==> src/rtl/cpfc_pkg.sv <==
package cpfc_pkg;

  localparam int unsigned SITE_W    = 12;
  localparam int unsigned XW        = 3;
  localparam int unsigned ROW_W     = 9;
  localparam int unsigned HGT_W     = 10;
  localparam int unsigned HARM_W    = 4;
  localparam int unsigned NHARM     = 16;
  localparam int unsigned SUM_W     = 48;
  localparam int unsigned COS_W     = 16;
  localparam int unsigned TERM_W    = COS_W + 1;
  localparam int unsigned MAX_SITES = 4096;
  localparam int unsigned ADDR_W    = 12;
  localparam int unsigned CNT_W     = 13;
  localparam int unsigned MAX_HEIGHT = 512;
  localparam int unsigned HALF_ROWS = MAX_HEIGHT / 2 + 1;
  localparam int unsigned ROWBITS   = NHARM * SUM_W;

  typedef enum logic [1:0] {
    CMD_CLEAR = 2'd0,
    CMD_ADD   = 2'd1,
    CMD_READ  = 2'd2,
    CMD_NONE  = 2'd3
  } cmd_e;

  typedef enum logic [2:0] {
    BK_IDLE,
    BK_Y2,
    BK_PAIR,
    BK_DRAIN,
    BK_READ
  } back_state_e;

  // queued request
  typedef struct packed {
    cmd_e               cmd;
    logic [SITE_W-1:0]  site;
    logic               last;
    logic [HARM_W-1:0]  harm;
    logic [ROW_W-1:0]   dist_row;
    logic               dist_ok;
  } req_t;

  // one bin row operation
  typedef struct packed {
    logic               rd;
    logic [ROW_W-1:0]   row;
    logic [XW-1:0]      dx;
    logic               dbl;
    logic [HARM_W-1:0]  harm;
  } bin_op_t;

  // round(16384*cos(2*pi*p/8))
  function automatic logic signed [COS_W-1:0] cos_q14(input logic [XW-1:0] ph);
    logic signed [COS_W-1:0] v;
    case (ph)
      3'd0:    v = 16'sd16384;
      3'd1:    v = 16'sd11585;
      3'd2:    v = 16'sd0;
      3'd3:    v = -16'sd11585;
      3'd4:    v = -16'sd16384;
      3'd5:    v = -16'sd11585;
      3'd6:    v = 16'sd0;
      3'd7:    v = 16'sd11585;
      default: v = 16'sd0;
    endcase
    return v;
  endfunction

endpackage

==> src/rtl/cpfc_front.sv <==
module cpfc_front (
  input  logic                   clk_i,
  input  logic                   rst_ni,
  input  logic                   in_valid_i,
  output logic                   in_ready_o,
  input  logic [1:0]             cmd_i,
  input  logic [11:0]            site_i,
  input  logic                   cluster_end_i,
  input  logic [3:0]             harmonic_i,
  input  logic [8:0]             distance_i,
  output logic                   req_valid_o,
  output cpfc_pkg::req_t         req_o,
  input  logic                   req_pop_i
);
  import cpfc_pkg::*;

  req_t       fifo_q [2];
  logic       wr_q, rd_q;
  logic [1:0] cnt_q;
  req_t       req_new;
  logic       push;

  always_comb begin
    req_new.cmd      = cmd_e'(cmd_i);
    req_new.site     = site_i;
    req_new.last     = cluster_end_i;
    req_new.harm     = harmonic_i;
    req_new.dist_row = distance_i;
    req_new.dist_ok  = (distance_i < ROW_W'(HALF_ROWS));
  end

  assign in_ready_o  = (cnt_q != 2'd2);
  // unused command code is dropped here
  assign push        = in_valid_i && in_ready_o && (req_new.cmd != CMD_NONE);
  assign req_valid_o = (cnt_q != 2'd0);
  assign req_o       = fifo_q[rd_q];

  always_ff @(posedge clk_i or negedge rst_ni) begin
    if (!rst_ni) begin
      wr_q  <= 1'b0;
      rd_q  <= 1'b0;
      cnt_q <= 2'd0;
    end else begin
      if (push) wr_q <= ~wr_q;
      if (req_pop_i) rd_q <= ~rd_q;
      if (push && !req_pop_i) cnt_q <= cnt_q + 2'd1;
      else if (!push && req_pop_i) cnt_q <= cnt_q - 2'd1;
    end
  end

  always_ff @(posedge clk_i) begin
    if (push) fifo_q[wr_q] <= req_new;
  end

endmodule

==> config.mk <==
export PLATFORM = sky130hd
export DESIGN_NAME = cpfc_front
export DESIGN_NICKNAME = d
export VERILOG_FILES = /design/src/rtl/cpfc_pkg.sv /design/src/rtl/cpfc_front.sv
export SDC_FILE = /design/constraint.sdc
export NUM_CORES = 1
export LEC_CHECK = 0
export ABC_AREA = 1
export ABC_CLOCK_PERIOD_IN_PS = 2700
export BUFFER_PORTS_ARGS = -buffer_cell sky130_fd_sc_hd__buf_2
export CORE_ASPECT_RATIO = 0.8
export CORE_MARGIN = 10
export CORE_UTILIZATION = 34
export DETAILED_ROUTE_END_ITERATION = 8
export PLACE_DENSITY = 0.55
export SYNTH_ARGS = -nofsm -noshare
export SYNTH_HDL_FRONTEND = slang
export SYNTH_SLANG_ARGS = --single-unit
==> constraint.sdc <==
create_clock -name clk_i -period 2.7 [get_ports clk_i]
set_input_delay 0.405 -clock clk_i [delete_from_list [all_inputs] [get_ports clk_i]]
set_output_delay 0.405 -clock clk_i [all_outputs]
set_load 0.02 [all_outputs]
# Word level (Yosys, flattened, before mapping)
# Memories as Yosys holds them, arrays and structs flattened.
# Index checks and enable logic that the tools add are counted.
[totals]
mem_bits_rw = 58
wordCells = 23
inputBits = 32
register_bits = 4
n_memories = 1
[mem_list]
columns = ["memory", "words", "word_bits", "rd", "rd_ports_with_merged_regs", "write_ports", "line", "rtl"]
rows = [
  ["fifo_q", 2, 29, 1, 0, 1, "cpfc_front.sv:17", "req_t fifo_q [2];"],
]
[op_classes]
n_reduce_logical = 8
order_cmp = 1
n_eq_ne = 2
add_sub_neg = 2
n_bitwise = 2
muxes = 4
[op_table]
columns = ["operator", "n"]
rows = [
  ["$lt 9x9->1 const B", 1],
  ["$logic_and 1x1->1", 4],
  ["$mux 2", 2],
  ["$ne 2x2->1 const B", 2],
  ["$reduce_bool 2->1", 2],
  ["$add 2x1->2 const B", 1],
  ["$logic_not 1->1", 2],
  ["$mux 1", 2],
  ["$not 1->1", 2],
  ["$sub 2x1->2 const B", 1],
]

# Depth between registers and ports, before layout
[depth]
ltp_word = 7
depth_mapped = 10

# Worst setup path before layout
# Ideal clock, no wire load.
[synth_path]
path_kind = "register to register"
start = "reg cnt_q[0]"
end = "mem fifo_q[1][0] in the netlist's numbering, enable pin"
setup_time_ns = 0.415
t_arrival_ns = 2.014
stages_incl_launch_ff = 5
period_less_slack_ns = 2.429
path_slack_ns = 0.271
path_buffers = 0
cell_sequence = "dfrtp_1 inv_1 nand2_1 nand3_1 nor2_1"
[synth_between]
elab_chain_len = 5
[synth_rtl]
columns = ["element", "line", "rtl"]
rows = [
  ["from (decl)", "cpfc_front.sv:19", "logic [1:0] cnt_q;"],
  ["from (signal assigned)", "cpfc_front.sv:46", "if (push && !req_pop_i) cnt_q <= cnt_q + 2'd1;"],
  ["from (signal assigned)", "cpfc_front.sv:47", "else if (!push && req_pop_i) cnt_q <= cnt_q - 2'd1;"],
  ["$ne 2x2->1", "cpfc_front.sv:32", "assign in_ready_o = (cnt_q != 2'd2);"],
  ["named net in_ready_o", "cpfc_front.sv:5", "output logic in_ready_o,"],
  ["$logic_and 1x1->1 (2 in a row)", "cpfc_front.sv:34", "assign push = in_valid_i && in_ready_o && (req_new.cmd != CMD_NONE);"],
  ["$mux 1", "cpfc_front.sv:52", "if (push) fifo_q[wr_q] <= req_new;"],
  ["$mux 1 (not written as such)", "cpfc_front.sv:52", ""],
  ["to (decl)", "cpfc_front.sv:17", ""],
]
# The timed path passes the listed nets, and every way through them passes these cells.

==> run metrics <==
status complete, no violations; final wirelength 4600 µm; first-pass GRT wire length 7040 µm; top cell type's share of synthesized area 70.9%; crit path DAT 1700 ps; GRT Total Usage 8.53%; core area 6960 µm²; number of failing hold endpoints at the final stage 0; share of power burned in registers 39.2%; cells along the critical path buf_12, mux2_4, buf_2; CTS Hold Buffers Added 1; die width 115 µm; CTS Root Cell clkbuf_8; Setup crit start kind register; Max Cap Violations 0; 1st-iter DRT viols 44; Internal Pwr Total 2.43 mW; Final Skew 7.86 ps; Req. time, crit path 2300 ps; diode count 0; Max-slew headroom 64.9%; min Tclk post-route 2110 ps; post-synth top area cell edfxtp_1; synthesized instance count 125; Syn Area/Cell 19.6 µm²; synth warn 0; final worst path period share 78.0%; HPWL Detailed 3310 µm; # nets final 233; vias in the first global route 1379; DR vias 1261; power share of the clock group 27.9%; Clock Latency Late Sink 320 ps; power density cells 1100 nW/µm²; largest net degree at the start of global routing 20; H-tree levels 3; dpl cells 275; sw frac 30.1%; R2R Setup Slk 1070 ps; share of cells above drive strength 1 54.1%; endpoints failing setup 0; CTS tree done; Slew Limit Fails 0; CP Max Fanout 19; WL/cell 15.8 µm; RSZ-0062 raised after global routing false; crit path kind reg -> out; min-delay worst type in -> reg; Layout area overhead 28.3%; Worst VDD drop 633 µV; ANT nets after route 0; Clock Pin Slew Worst Setup and Hold Paths 70 ps; routed vias/inst 4.32; fmax 475 MHz; CTS max path bufs 2; sequential area share after synthesis 75.0%; CTS buffer count 9; setup_tns 0 ps; Cell variety after synth 12; Critical Path End Type primary output; total gr overflow 0; combinational power share 32.9%; mapped cell area 2460 µm²; Post-Syn Nets 158; flops & latches, synth 62; die height 96.0 µm; CP peak stage delay 620 ps; initial antenna violation count 0; die area 11000 µm²; routability congestion estimate 0.674; postcts setup bufs 0; Worst path top cell family by delay flip-flops; Final Non-Filler Cells 292; worst path buffer plus inverter count 2; crit path max-delay cell type dfrtp_2; worst-margin pin slew 525 ps; Rows 27; I/O pin total 63; P_sw 1.05 mW; synth top area cells edfxtp_1 (71%), mux2_4 (18%), dfrtp_1 (4.1%), nand2_1 (1.5%), buf_6 (1.4%); Buffers on Ports 62; total leakage power 1.32 nW; Num Clock Sinks 62; # DRC 0; initial core utilization 35.3%; post-cts sizing count 0; DR pass1 iterations 4
[worst paths after layout]
path,startpoint,end,depth (start not counted)
setup reg to reg,cnt_q[0]$_DFFE_PN0P_,fifo_q[0][1]$_DFFE_PP_,5
hold reg to reg,wr_q$_DFFE_PN0N_,wr_q$_DFFE_PN0N_,2
setup / recovery,rd_q$_DFFE_PN0P_,req_o[15],3
max in group asynchronous,rst_ni,rd_q$_DFFE_PN0P_,2
hold / removal,site_i[9],fifo_q[1][24]$_DFFE_PP_,1
min in group asynchronous,rst_ni,rd_q$_DFFE_PN0P_,2
[worst register-to-register path: cells and delay by family, from the launching register on]
family	cells	cell delay, ps
buf+inv	3	740
flops	1	390
simple gates	2	200
[cells in the final DEF (no fill, tap or decap)]
cell / n
nand3_1: 2
inv_1: 8
clkinv_2: 1
nor2_2: 1
edfxtp_1: 58
mux2_4: 29
clkbuf_8: 10
nor2_1: 4
xor2_1: 1
xnor2_1: 1
dlygate4sd3_1: 1
ha_1: 1
buf_12: 2
bufinv_16: 3
dfrtp_2: 1
clkbuf_1: 2
nand4_1: 3
buf_2: 62
buf_4: 2
nand2_1: 10
dfrtp_1: 3
[power by group through the flow]
stage                     Sequential, mW  Clock [mW]  Combinational, mW
after floorplan                     1.33           0              0.876
after global placement              1.38           0               1.17
after detailed placement            1.39           0               1.17
after CTS                           1.37       0.996               1.18
after global routing                1.38        1.04               1.23
final                               1.36       0.971               1.14
[area by class of cell]
cell class              instances  area, µm²
well taps                      87        109
clock buffers                  12        145
flip-flops and latches         62       1840
clock inverters                 4       95.1
repair buffers                 67        375
multi-input cells              52        553
fillers                       622       3810
inverters                       8       30.0
[metrics by stage]
stage	hold slack [ps]	area (µm²)	worst slack, ps	power, mW	utilization, %
2_1_floorplan	109	2460	271	2.21	-
3_3_place_gp	225	2900	934	2.55	41.7
3_5_place_dp	226	2900	926	2.56	41.7
4_1_cts	244	3150	559	3.54	45.3
5_1_grt	241	3150	506	3.66	45.3
6_report	264	3150	595	3.48	45.3
[cell families (layout without fill, tap and decap cells)]
group	count (synthesis)	in the layout	share of synthesized area (%)
flip-flops	62	62	75.0
multiplexers	29	29	17.7
AND/OR/NAND/NOR	20	20	3.46
buffers and inverters	11	91	2.60
XOR/XNOR	2	2	0.713
adder cells (fa/ha/maj)	1	1	0.509
[state kept, by name, summed over array words and instances (netlist names)]
register  cells
cnt_q         2
rd_q          1
wr_q          1
fifo_q       58
[layer usage]
| layer | up-vias | GRT usage (%) | part of all wire [%] |
|---|---|---|---|
| met3 | 4 | 5.72 | 10 |
| met2 | 49 | 12.9 | 44 |
| met4 | 0 | 2.78 | 0.56 |
| met1 | 588 | 9.54 | 45 |
| li1 | 620 | - | - |
| met5 | - | 0 | 0 |
[cell usage after synthesis]
library cell  instances
nand3_1               2
ha_1                  1
nand4_1               3
buf_6                 3
nor2_1                5
xor2_1                1
inv_1                 8
mux2_4               29
dfrtp_1               4
xnor2_1               1
edfxtp_1             58
nand2_1              10
(Power assumes the default switching activity.)
